File: src/rtl/core/assert_macros.svh
// Assertion macros shared by the refraction unit RTL.
`ifndef ASSERT_MACROS_SVH
`define ASSERT_MACROS_SVH

// Same-cycle implication, checked outside reset.
`define VRU_ASSERT_NOW(label, ante, cons) \
    label: assert property (@(posedge aclk) disable iff (!aresetn) (ante) |-> (cons)) \
        else $error("refraction unit check failed");

// Next-cycle implication, checked outside reset.
`define VRU_ASSERT_NEXT(label, ante, cons) \
    label: assert property (@(posedge aclk) disable iff (!aresetn) (ante) |=> (cons)) \
        else $error("refraction unit check failed");

`endif

File: src/rtl/core/vru_pkg.sv
// Types and constants shared by the refraction unit modules.
`default_nettype none
package vru_pkg;
    localparam int DW = 16;
    localparam int OW = 19;
    localparam int CW = 34;
    localparam int SW = 22;
    localparam int PW = 24;
    localparam int MW = 50;
    localparam int RW = MW / 2;
    localparam int RMW = RW + 2;
    localparam int SQ_STAGES = 5;
    localparam int SQ_STEPS = RW / SQ_STAGES;
    localparam int FRONT_LAT = 8;
    localparam int BACK_LAT = 2;
    localparam int PIPE_LAT = FRONT_LAT + SQ_STAGES + BACK_LAT;

    localparam logic signed [CW-1:0] ONE_COS = CW'(64'sd268435456);
    localparam logic signed [MW:0] ONE_LEN = (MW+1)'(64'sd268435456);
    localparam logic signed [OW-1:0] OUT_MAX = OW'(262143);
    localparam logic signed [OW-1:0] OUT_MIN = OW'(-262144);

    typedef logic signed [DW-1:0] comp_t;
    typedef logic signed [PW-1:0] perp_t;
    typedef logic signed [OW-1:0] res_t;

    typedef struct packed {
        perp_t px;
        perp_t py;
        perp_t pz;
        comp_t nx;
        comp_t ny;
        comp_t nz;
    } side_t;
endpackage
`default_nettype wire

File: src/rtl/core/vru_back.sv
// Back pipeline: parallel part, final sum and output saturation.
`default_nettype none
module vru_back import vru_pkg::*; (
    input  logic          aclk,
    input  logic          ce,
    input  logic [RW-1:0] root_i,
    input  side_t         side_i,
    output res_t          out_o [3]
);
    logic signed [41:0] prod_reg [3];
    perp_t              perp_reg [3];
    res_t               out_reg  [3];

    comp_t              nv [3];
    perp_t              pv [3];
    logic signed [42:0] par [3];
    logic signed [42:0] sum [3];

    always_comb begin
        nv = '{side_i.nx, side_i.ny, side_i.nz};
        pv = '{side_i.px, side_i.py, side_i.pz};
        for (int i = 0; i < 3; i++) begin
            par[i] = (-43'(prod_reg[i]) + 43'sd8192) >>> 14;
            sum[i] = 43'(perp_reg[i]) + par[i];
        end
    end

    always_ff @(posedge aclk) begin
        if (ce) begin
            for (int i = 0; i < 3; i++) begin
                prod_reg[i] <= $signed({1'b0, root_i}) * nv[i];
                perp_reg[i] <= pv[i];
                if (sum[i] > 43'(OUT_MAX)) begin
                    out_reg[i] <= OUT_MAX;
                end else if (sum[i] < 43'(OUT_MIN)) begin
                    out_reg[i] <= OUT_MIN;
                end else begin
                    out_reg[i] <= sum[i][OW-1:0];
                end
            end
        end
    end

    assign out_o = out_reg;
endmodule
`default_nettype wire

File: config.mk
export PLATFORM = sky130hd
export DESIGN_NAME = vru_back
export DESIGN_NICKNAME = d
export VERILOG_FILES = /design/src/rtl/core/assert_macros.svh /design/src/rtl/core/vru_pkg.sv /design/src/rtl/core/vru_back.sv
export SDC_FILE = /design/constraint.sdc
export NUM_CORES = 2
export LEC_CHECK = 0
export BUFFER_PORTS_ARGS = -buffer_cell sky130_fd_sc_hd__buf_2
export CORE_ASPECT_RATIO = 1.4
export CORE_MARGIN = 10
export CORE_UTILIZATION = 60
export DETAILED_ROUTE_END_ITERATION = 10
export PLACE_DENSITY = 0.88
export SYNTH_ARGS = -nofsm -noshare
export SYNTH_HDL_FRONTEND = slang
export SYNTH_SLANG_ARGS = --single-unit
export TNS_END_PERCENT = 10
File: constraint.sdc
create_clock -name aclk -period 8 [get_ports aclk]
set_clock_uncertainty 0.2 [all_clocks]
set_input_delay 0.8 -clock aclk [delete_from_list [all_inputs] [get_ports aclk]]
set_output_delay 0.8 -clock aclk [all_outputs]
set_load 0.02 [all_outputs]
=== Yosys cells after proc, flatten, opt, wreduce, memory -nomap -nowiden ===
Memory sizes are Yosys's and may differ from the RTL's.
Cells that the tools add are included.

* Add/subtract/negate cells: 9
* Muxes and demuxes: 5
* $lt $le $gt $ge: 6
* Multipliers: 3

{| class="wikitable"
|+ Operators with widths
! kind !! count
|-
| adder 43 x 15 -> 43 bit, second input constant || 3
|-
| negation 42 -> 43 bit || 3
|-
| multiplier 26 x 16 -> 42 bit || 3
|-
| adder 24 x 29 -> 30 bit || 3
|-
| > comparator 30 x 19 -> 1 bit, second input constant || 3
|-
| less-than comparator 30 x 19 -> 1 bit, second input constant || 3
|-
| 2-to-1 mux 19 bit || 3
|-
| 2-to-1 mux 1 bit || 2
|}

* Input bits: 147
* RAM bits: 198
* Logic and storage cells: 28
* Register bits after elaboration: 57
* Memories: 2
* Output and inout bits: 57

{| class="wikitable"
|+ Memory list
! memory !! words !! bits a word !! read ports !! clocked after memory_dff !! wr ports !! RTL line !! RTL
|-
| prod_reg || 3 || 42 || 3 || 0 || 3 || vru_back.sv:10 || <nowiki>logic signed [41:0] prod_reg [3];</nowiki>
|-
| perp_reg || 3 || 24 || 3 || 0 || 3 || vru_back.sv:11 || <nowiki>perp_t perp_reg [3];</nowiki>
|}

=== Depth between registers and ports, before layout ===
* Word-level depth: 5
* Mapped depth: 27

=== Least setup slack after synthesis ===
Ideal clock, no wire load.

* Kind: input -> register
* From: input root_i[11]
* To: memory prod_reg[1][40] (netlist: prod_reg[0][82]), data pin
* Stages: 25
* Data required time: 7542 ps
* Path slack: 538 ps
* Data arrival time: 7005 ps
* Setup time: 258 ps
* Path buffers: 3
* Cells stage by stage: clkbuf_1 clkbuf_1 nand2_1 fa_1 fa_1 fa_1 inv_1 fa_1 fa_1 inv_1 fa_1 inv_1 ha_1 clkbuf_1 nand2_1 nor2_1 a2111oi_0 nor2_1 o31ai_1 o31ai_1 a221o_1 nand4_1 nand4_1 a21oi_1 xnor2_1

{| class="wikitable"
|+ RTL lines
! item !! RTL line !! RTL
|-
| start, declared || vru_back.sv:6 || <nowiki>input logic [RW-1:0] root_i,</nowiki>
|-
| end, declared || vru_back.sv:10 ||
|}

==> impl_results.md <==
- Hold Worst Slack: between 100 and 150 ps
- Status: completed
- Starting density of the core: 60.3%
- Max H-tree Level: 1
- Routed WL per cell: 18.9 µm
- CP Depth: 25
- Reg2Reg Setup Slack: 790 ps
- CTS root buffer: clkbuf_16
- Crit path DAT: 7620 ps
- Post-synth design cell area: 54000 µm²
- # rows: 130
- Leading post-synthesis cells by cell area: fa_1 (36%), edfxtp_1 (14%), ha_1 (12%)
- Worst-Skew Late Latency: 650 ps
- Drt drc: 0
- Dpl hpwl: 109000 µm
- P&R area growth vs syn: 6.72%
- Setup WS pre-CTS: -41.1 ps
- Most frequent cells in the layout: inv_1 (1259), fa_1 (963), nand2_1 (699)
- Setup crit start: root_i[7]
- Flops & latches, synth: around 260
- Via Count: 41800
- Die Area: around 100000 µm²
- RSZ-0062 raised after global routing: false
- Vias per cell: 5.80
- Die Height: 375 µm
- Buf/Inv on CP: 7
- Most common cell after layout, fill and taps aside: inv_1
- Synth top area share: 35.7%
- Crit share post-route: about 93%
- Relative slew slack: 35.9%
- Largest net degree at the start of global routing: roughly 140
- # resized after CTS: 0
- # Max-Cap Violations: 0
- Setup repair bufs after CTS: 0
- Worst path slowest cell: fa_1
- Antenna viol nets, final: 0
- Post-synthesis sequential area ratio: roughly 14%
- Synth area leader: fa_1
- Port bufs: approximately 200
- Cell family with most CP delay: adder cells
- Boundary Pins: 204
- Overflow after GRT: 0
- CP Data Required Time: about 8200 ps
- R2R Path End: out_o[51]
- Synth Area per Inst: just over 9 µm²
- DRT iter0 DRCs: 3495
- Setup ws final: 531 ps
- CP max FO: 15
- Core area: 89500 µm²
- DR pass1 iterations: 7
- Slew Limit Fails: 0
- Syn nets: 7491
- GRT Total Usage: 27.0%
- Final wirelength: 136000 µm
- Clock Sinks: 255
- Cells after synthesis: 5874
- Final layout net count: 7600
- Initial antenna violation count: 15
- Worst Max-Slew Pin Slew: 948 ps
- Gpl congestion: 0.967
- CTS tree: yes
- First-pass GRT wire length: 225000 µm
- Min-delay worst type: in -> reg
- Max reg flops: 126
- Main synth FF type: edfxtp_1
- CP Class: in -> reg
- Worst setup EP type: flop
- Most frequent CP cell: fa_1
- FF+latch area: 7660 µm²
- Total CTS buffers: 29
- Final Setup Violations: 0
- Tmin final: roughly 7500 ps
- CTS Hold Bufs: 0
- Fillers: a little under 7000
- EDFF count, synth: 255
- Clock-pin slew on the worst setup and hold paths: 60 ps
- Hold Vio Cnt, Final: 0
- Vias in the first global route: 45700
- Yosys cell types: 82
- Layout cells sized above 1: 6.96%
- Max Fclk: 134 MHz
- RR Startpoint: prod_reg[0][5]
- Async SR Flop Fraction: 0%
- Max incr delay on CP: ~530 ps
- Worst reg2reg path depth: 20
- Startpoint type of the worst setup path: primary input
- Area of the multi-input gates: 40600 µm²
- Die Width: 273 µm
- Yosys warns: 0
- Max Root-Sink Buffers: 3
- Critical Path Sink: prod_reg[0][40]
==> layout make-up <==
cell class                      count  share of cell area (%)
Antenna cell                        8                  0.0348
Clock buffer                       31                    1.27
Clock inverter                     19                   0.445
Inverter                         1262                    8.23
Multi-Input combinational cell   4100                    70.5
Sequential cell                   255                    13.3
Tap cell                         1188                    2.58
Timing Repair Buffer              335                    3.65
==> metrics by stage <==
stage | instance area (µm²) | std cells | utilization [%] | setup TNS, ps
after CTS | 57600 | 7190 | 64.4 | 0
after floorplan | 54000 | 5874 | - | 0
after global routing | 57600 | 7193 | 64.4 | 0
after global placement | 56600 | 7140 | 63.2 | 0
after detailed placement | 56600 | 7140 | 63.2 | -41.1
final | 57600 | 7198 | 64.4 | 0
==> cell usage after synthesis, types with 21 or more instances <==
master    instances
nor2b_1          29
xor2_1           91
nor3_1           44
a211oi_1         21
o21ai_0         133
a31oi_1          28
clkbuf_1        254
inv_1          1259
nand3_1          34
and2_1          529
xnor2_1         155
a21oi_1         184
edfxtp_1        255
a21o_1          104
fa_1            963
ha_1            507
nand2b_1         52
nor4_1           26
o21a_1           39
and3_1           27
nor2_1          218
nand2_1         699
==> worst min-delay path by stage <==
stage,from,slack (ps),depth (start not counted),to
floorplan,perp_reg[0][0],460,3,out_o[38]
global placement,perp_reg[0][0],530,3,out_o[38]
detailed placement,perp_reg[0][0],510,3,out_o[38]
CTS,side_i[76],110,1,perp_reg[0][28]
global route,side_i[95],120,1,perp_reg[0][47]
finish,side_i[95],120,1,perp_reg[0][47]
==> layer usage <==
metal	up-vias	routed length [µm]	global-route usage (%)
li1	18300	-	-
met1	20600	46000	30.0
met2	2092	68700	47.3
met3	710	11800	5.28
met4	16	9280	16.3
met5	-	107	0
==> logic make-up after synthesis <==
logic type               after synthesis  share of synthesized area (%)
AND/OR/NAND/NOR                     1742                           16.1
buffers and inverters               1519                           10.6
adder cells (fa/ha/maj)             1470                           47.5
AO/OA/AOI/OAI                        639                           7.59
flip-flops                           255                           14.2
XOR/XNOR                             246                           3.99
multiplexers                           3                         0.0556
Power is not shown: default switching activity piles up to over one toggle a cycle in this logic, so the estimate is an artifact.
