<file path="src/rtl/core/assert_macros.svh">
// Assertion macros shared by the refraction unit RTL.
`ifndef ASSERT_MACROS_SVH
`define ASSERT_MACROS_SVH

// Same-cycle implication, checked outside reset.
`define VRU_ASSERT_NOW(label, ante, cons) \
    label: assert property (@(posedge aclk) disable iff (!aresetn) (ante) |-> (cons)) \
        else $error("refraction unit check failed");

// Next-cycle implication, checked outside reset.
`define VRU_ASSERT_NEXT(label, ante, cons) \
    label: assert property (@(posedge aclk) disable iff (!aresetn) (ante) |=> (cons)) \
        else $error("refraction unit check failed");

`endif

</file>
<file path="src/rtl/core/vru_pkg.sv">
// Types and constants shared by the refraction unit modules.
`default_nettype none
package vru_pkg;
    localparam int DW = 16;
    localparam int OW = 19;
    localparam int CW = 34;
    localparam int SW = 22;
    localparam int PW = 24;
    localparam int MW = 50;
    localparam int RW = MW / 2;
    localparam int RMW = RW + 2;
    localparam int SQ_STAGES = 5;
    localparam int SQ_STEPS = RW / SQ_STAGES;
    localparam int FRONT_LAT = 8;
    localparam int BACK_LAT = 2;
    localparam int PIPE_LAT = FRONT_LAT + SQ_STAGES + BACK_LAT;

    localparam logic signed [CW-1:0] ONE_COS = CW'(64'sd268435456);
    localparam logic signed [MW:0] ONE_LEN = (MW+1)'(64'sd268435456);
    localparam logic signed [OW-1:0] OUT_MAX = OW'(262143);
    localparam logic signed [OW-1:0] OUT_MIN = OW'(-262144);

    typedef logic signed [DW-1:0] comp_t;
    typedef logic signed [PW-1:0] perp_t;
    typedef logic signed [OW-1:0] res_t;

    typedef struct packed {
        perp_t px;
        perp_t py;
        perp_t pz;
        comp_t nx;
        comp_t ny;
        comp_t nz;
    } side_t;
endpackage
`default_nettype wire

</file>
<file path="src/rtl/core/vru_sqrt.sv">
// Pipelined digit-by-digit integer square root, several bits per stage.
`default_nettype none
module vru_sqrt import vru_pkg::*; (
    input  logic          aclk,
    input  logic          ce,
    input  logic [MW-1:0] m_i,
    input  side_t         side_i,
    output logic [RW-1:0] root_o,
    output side_t         side_o
);
    logic [RMW-1:0] rem_reg  [SQ_STAGES];
    logic [RW-1:0]  root_reg [SQ_STAGES];
    logic [MW-1:0]  val_reg  [SQ_STAGES];
    side_t          side_reg [SQ_STAGES];

    for (genvar k = 0; k < SQ_STAGES; k++) begin : g_stage
        logic [RMW-1:0] rem_in, rem_c, trial;
        logic [RW-1:0]  root_in, root_c;
        logic [MW-1:0]  val_in, val_c;
        side_t          side_in;

        if (k == 0) begin : g_first
            assign rem_in  = '0;
            assign root_in = '0;
            assign val_in  = m_i;
            assign side_in = side_i;
        end else begin : g_rest
            assign rem_in  = rem_reg[k-1];
            assign root_in = root_reg[k-1];
            assign val_in  = val_reg[k-1];
            assign side_in = side_reg[k-1];
        end

        always_comb begin
            rem_c  = rem_in;
            root_c = root_in;
            val_c  = val_in;
            trial  = '0;
            for (int j = 0; j < SQ_STEPS; j++) begin
                rem_c = {rem_c[RMW-3:0], val_c[MW-1:MW-2]};
                val_c = {val_c[MW-3:0], 2'b00};
                trial = {root_c, 2'b01};
                if (rem_c >= trial) begin
                    rem_c  = rem_c - trial;
                    root_c = {root_c[RW-2:0], 1'b1};
                end else begin
                    root_c = {root_c[RW-2:0], 1'b0};
                end
            end
        end

        always_ff @(posedge aclk) begin
            if (ce) begin
                rem_reg[k]  <= rem_c;
                root_reg[k] <= root_c;
                val_reg[k]  <= val_c;
                side_reg[k] <= side_in;
            end
        end
    end

    assign root_o = root_reg[SQ_STAGES-1];
    assign side_o = side_reg[SQ_STAGES-1];
endmodule
`default_nettype wire

</file>
<file path="config.mk">
export PLATFORM = sky130hd
export DESIGN_NAME = vru_sqrt
export DESIGN_NICKNAME = d
export VERILOG_FILES = /design/src/rtl/core/assert_macros.svh /design/src/rtl/core/vru_pkg.sv /design/src/rtl/core/vru_sqrt.sv
export SDC_FILE = /design/constraint.sdc
export NUM_CORES = 2
export LEC_CHECK = 0
export ABC_AREA = 1
export BUFFER_PORTS_ARGS = -buffer_cell sky130_fd_sc_hd__buf_2
export CORE_ASPECT_RATIO = 1.25
export CORE_MARGIN = 4
export CORE_UTILIZATION = 52
export CTS_CLUSTER_DIAMETER = 80
export DETAILED_ROUTE_END_ITERATION = 10
export HOLD_SLACK_MARGIN = 0.05
export PLACE_DENSITY_LB_ADDON = 0.2
export RECOVER_POWER = 50
export SYNTH_ARGS = -nofsm -noshare
export SYNTH_HDL_FRONTEND = slang
export SYNTH_SLANG_ARGS = --single-unit
</file>
<file path="constraint.sdc">
create_clock -name aclk -period 11.2 [get_ports aclk]
set_input_delay 1.12 -clock aclk [delete_from_list [all_inputs] [get_ports aclk]]
set_output_delay 1.12 -clock aclk [all_outputs]
set_load 0.03 [all_outputs]
</file>
Yosys cells after proc, flatten, opt, wreduce, memory -nomap -nowiden
Memories as Yosys holds them, arrays and structs flattened. Cells that the tools add are included.

Bits in writable memories: 1060. Flip-flop bits (word level): 0. Memories: 4. Output and inout bits: 145. Word-level logic and storage cells: 106. Bits of input ports: 172.

Order comparisons: 25. Add/subtract/negate cells: 25. Muxes and demuxes: 52.

Memory list: side_reg (depth 5, bits a word 120, read ports 5, clocked after Yosys merged registers in 0, write ports 5, RTL line vru_sqrt.sv:14) `side_t side_reg [SQ_STAGES];`; val_reg (depth 5, bits a word 40, read ports 4, clocked after Yosys merged registers in 0, write ports 5, RTL line vru_sqrt.sv:13) `logic [MW-1:0] val_reg [SQ_STAGES];`; rem_reg (depth 5, bits a word 27, read ports 4, clocked after Yosys merged registers in 0, write ports 5, RTL line vru_sqrt.sv:11) `logic [RMW-1:0] rem_reg [SQ_STAGES];`; root_reg (depth 5, bits a word 25, read ports 5, clocked after Yosys merged registers in 0, write ports 5, RTL line vru_sqrt.sv:12) `logic [RW-1:0] root_reg [SQ_STAGES];`.

Operators by type and width (number): 27-bit greater-or-equal comparator (20); 25-bit two-way mux (20); 25-bit subtractor (16); 27-bit two-way mux (5); 27-bit subtractor (4); 27-bit by 3-bit greater-or-equal comparator with 1-bit output (1); 27-bit by 4-bit greater-or-equal comparator with 1-bit output (1); 27-bit by 5-bit greater-or-equal comparator with 1-bit output (1); 27-bit by 6-bit greater-or-equal comparator with 1-bit output (1); 1-bit two-way mux (27); 27-bit by 6-bit subtractor with 27-bit output (1); 25-bit by 3-bit subtractor with 25-bit output (1); 25-bit by 4-bit subtractor with 25-bit output (1); 25-bit by 5-bit subtractor with 25-bit output (1); 2-bit by 1-bit subtractor with 3-bit output (second input constant) (1); 2-bit by 1-bit greater-or-equal comparator with 1-bit output (second input constant) (1).

Longest topological paths before layout
An unclocked memory read counts as a cell.

Depth in word-level cells: 11. Mapped depth: 78.

Worst setup path before layout
No wires, ideal clock.

Path type: register -> register. Start: memory root_reg[0][52] (netlist bit). End: memory rem_reg[0][98] (netlist bit), data pin. Stages on the path, launching flop included: 70. Arrival: 10262 ps. Path buffers: 11. Slack: 685 ps. Required time: 10947 ps. Path through: edfxtp_1 inv_1 ha_1 a21oi_1 nor2_1 nor2_1 nand2_1 nand2_1 nand2_1 nand2_1 nand3_2 buf_2 inv_1 buf_1 o21ai_0 ha_1 nand2_1 or3_1 (+34 left out) inv_1 clkbuf_1 nand2_1 o21ai_0 ha_1 a21oi_1 o21a_1 inv_1 a21oi_1 nor3_1 a211oi_1 o21ai_1 nand2_1 nand4_1 buf_4 buf_6 nand3_1 nand2_1.

RTL lines (RTL line): start: declaration (vru_sqrt.sv:12); end: declaration (vru_sqrt.sv:11).

==> run summary <==
The checks that failed: max-capacitance violations, max-slew violations. Worst-path maximum fanout: 22. Nature of the critical path startpoint: a flip-flop.

The predominant post-synthesis flop cell was edfxtp_1. The CTS buffer count came out at 90. The maximum number of pins on one net before global-route repair came out at 190. Prior to clock tree synthesis, the placed netlist has a worst setup slack of -0.231 ns. The relative slew slack is -342%. The clock net in this run drives a total of 875 sinks.

Post-route clock skew: 0.0274 ns. The register with the most flip-flops in the layout has 600 of them. The class of the most critical setup path is reg -> reg. The run gives 0 as the hold violation count in the final report. For the number of global-route vias before repair, the log shows 48400. Once placement completed, the tool counted placed cells totaling 8958.

The synthesized design contains 875 enable-type register cells. After synthesis, the largest area contributor takes up 45.9% of total cell area. In this run the clock root is driven by a clkbuf_16. The number of distinct library cells after synthesis came out at 66. The routed wire length was 169000 um; the share of synthesized flip-flops with an asynchronous set or reset was 0%. The area inside the core boundary was 0.109 mm2.

The most numerous cell in the Yosys netlist is nand2_1. The logs give 9 for the number of antenna violations at the first check in global routing and 317 for the boundary pin count. The tools report the half-perimeter wire length of the detailed placement result as 136000 um. The detail route stage leaves a number of antenna-violating nets equal to 0. The first routing iteration left 3776 violations. The logs give 0.995 for the final weighted congestion in routability-driven placement and 28.4% for the global-route usage over all layers. Summing all non-filler instances in the final layout gives an area of 0.0668 mm2. After global routing the overflow that remains totals 0. The die height came out at 379 um. The number of instances in the synthesized netlist was 6895. Once routing completed, OpenROAD measured the worst setup slack at 0.513 ns.

Largest area contributor in the netlist: edfxtp_1. The final standard cell count with taps included and fillers excluded is 9160, and the total of endpoints with negative setup slack in the final report is 0. The area of the die is 0.116 mm2, and the width of the die is 305 um.

The mean post-synth cell area was 8.31 um2; the depth of the most critical reg-to-reg path was 66. For the number of levels the H-tree was split into, the log shows 3. The register area share after synthesis was 45.9%; the reg2reg setup slack was 0.51 ns. The cell area after technology mapping is 0.0573 mm2. The critical path startpoint is rem_reg[0][58]. Capture endpoint of the worst hold path: val_reg[0][52].

The kind of cell with the highest combined delay along the critical path is simple AND/OR/NAND/NOR gates. The shortest clock period the worst path allows after layout is 10.69 ns. Setup repair after global routing could not meet its margin everywhere. Worst min-delay path startpoint: val_reg[0][2]. After detailed routing, the number of remaining DRC violations is 0. Derived from the worst setup path, the maximum achievable clock frequency is 93.6 MHz.

The clock latency on the worst-skew pair is 0.71 ns, and the Yosys warning count is 0. Counting stages on the worst path, the most repeated cell is nand2_1. Summing over every cut layer, the via total after detailed routing is 49600.

Clock slew at the register clock pins of the worst setup and hold paths: 0.06 ns. The longest clock path from root to sink contains 3 buffers. The worst hold path passes through 0 cells. The pre-antenna-repair detailed-routing pass consisted of 8 iterations. The path type of the worst min-delay path was reg -> reg. By area the synthesized netlist is led by edfxtp_1 46%, nand2_1 12%, ha_1 7.6%, inv_1 5.7%, nor2_1 4.4%.

Of the cells placed in the final design, the portion with a size suffix greater than 1 is 15.2%. STA puts the critical path data required time at 11.73 ns. For this configuration, the core starts out at a cell density of 52.6%.

Data arrives at the worst endpoint at 11.22 ns. Count of buffer and inverter cells on the critical path: 18. The run finished, with violations left.

In this run the critical register-to-register path is captured at rem_reg[0][85]. Compared with the post-synthesis result, the final layout area differs by 16.7%. TritonCTS built the clock tree.

Once placement finished, the instance area stood at 0.0632 mm2. The tools report the wire length of the first global-routing pass as 259000 um. In the final design database the tool counted 8164 nets. Using the TritonRoute via totals, the vias-per-cell ratio works out to 5.41. Counting the fill cells in the layout gives 9780. The startpoint identified for the worst register-to-register timing path is rem_reg[0][58]. Counting flops and latches in the post-synthesis netlist gives 875.

In the final routed layout, each cell accounts on average for 18.4 um. The largest individual stage delay along the critical path comes from the cell edfxtp_1. The run gives 135 as the cell row count.

The number of port buffers came out at 316. In the finished design, the share of the clock period the worst path needs comes to 95.4%. In this design, the stage delay of the slowest critical-path cell is 0.49 ns. For the pin with the worst max-slew slack, the measured transition is 6.62 ns. The total count of max-transition violations in the final report is 210. By count the netlist is led by 1818 x nand2_1, 875 x edfxtp_1, 864 x inv_1. The tool flagged a number of max-cap violations equal to 3. The worst setup path is captured at a flip-flop.
[area by class of cell]
type                            instances  area, um2  area share [%]
Timing Repair inverter                  2       15.0          0.0225
Antenna cell                            6       15.0          0.0225
Timing Repair Buffer                  734       4810            7.19
Multi-Input combinational cell       5044      27600            41.3
Clock buffer                          104       2300            3.45
Sequential cell                       875      26300            39.3
Clock inverter                         61        614           0.919
Tap cell                             1438       1800            2.69
Inverter                              896       3400            5.08
[cells by family (layout without fill, tap and decap cells)]
family,after synthesis,in the layout,share of synthesized area [%]
compound gates,978,978,9.37
xor+xnor,276,276,4.22
fa+ha+maj,349,349,7.62
buf+inv,979,1797,6.79
flops,875,875,45.9
mux,1,1,0.0175
other cells,1,9,0.00655
simple gates,3436,3437,26.1
[placed cells by master (no fill, tap or decap), types with 14 or more instances in the layout]
| cell | instances |
|---|---|
| a21o_1 | 22 |
| ha_1 | 326 |
| a31oi_1 | 33 |
| or2_2 | 25 |
| nand3_1 | 466 |
| o21ai_2 | 16 |
| xnor2_1 | 144 |
| a21oi_2 | 25 |
| buf_2 | 305 |
| o21ai_1 | 68 |
| o21a_1 | 28 |
| nor2_2 | 49 |
| nand4_1 | 136 |
| edfxtp_1 | 875 |
| clkbuf_16 | 90 |
| inv_1 | 852 |
| clkbuf_1 | 35 |
| nand3b_1 | 33 |
| nand3_2 | 35 |
| clkinv_1 | 21 |
| nand2_2 | 54 |
| buf_4 | 393 |
| nor2_4 | 17 |
| inv_2 | 35 |
| ha_4 | 16 |
| o21ai_0 | 339 |
| nor2_1 | 661 |
| nand2_1 | 1816 |
| o21bai_1 | 14 |
| a21oi_1 | 369 |
| xor2_1 | 132 |
| nor3_1 | 77 |
[routing by layer]
metal  share of wire, %  vias up  global-route usage [%]
li1                   -    24700                       -
met4                5.1        0                    13.1
met2                 50     1438                    52.1
met3                4.4      430                    2.95
met5                  0        -                       0
met1                 40    23000                    33.5
[through the flow]
stage | setup TNS, ns | util [%] | hold WS (ns)
after CTS | 0 | 60.7 | 0.411
after global routing | -0.372 | 61.4 | 0.408
after detailed placement | -3.60 | 58.0 | 0.405
after global placement | -7.86 | 58.0 | 0.400
after floorplan | 0 | - | 0.400
final | 0 | 61.4 | 0.408
[worst max-delay path by stage]
stage,slack (ns),endpoint,cells after the start
4_1_cts,0.004,rem_reg[0][100],69
3_3_place_gp,-0.38,rem_reg[0][100],67
6_report,0.51,rem_reg[0][85],66
5_1_grt,-0.13,root_reg[0][100],64
3_5_place_dp,-0.23,rem_reg[0][35],50
2_1_floorplan,0.68,rem_reg[0][98],69
[what timing repair did]
action                                 4_1_cts  5_1_grt
endpoints found under the hold margin        0        0
gates resized for setup                      9      151
pin swaps                                    0       15
hold buffers                                 0        0
setup buffers                                0       28
cloned                                       0        3
setup endpoints to repair                   42       79
Power is left out: the tool's default activity adds up to more than one toggle a clock period on the data nets, which glitch-free logic cannot reach.
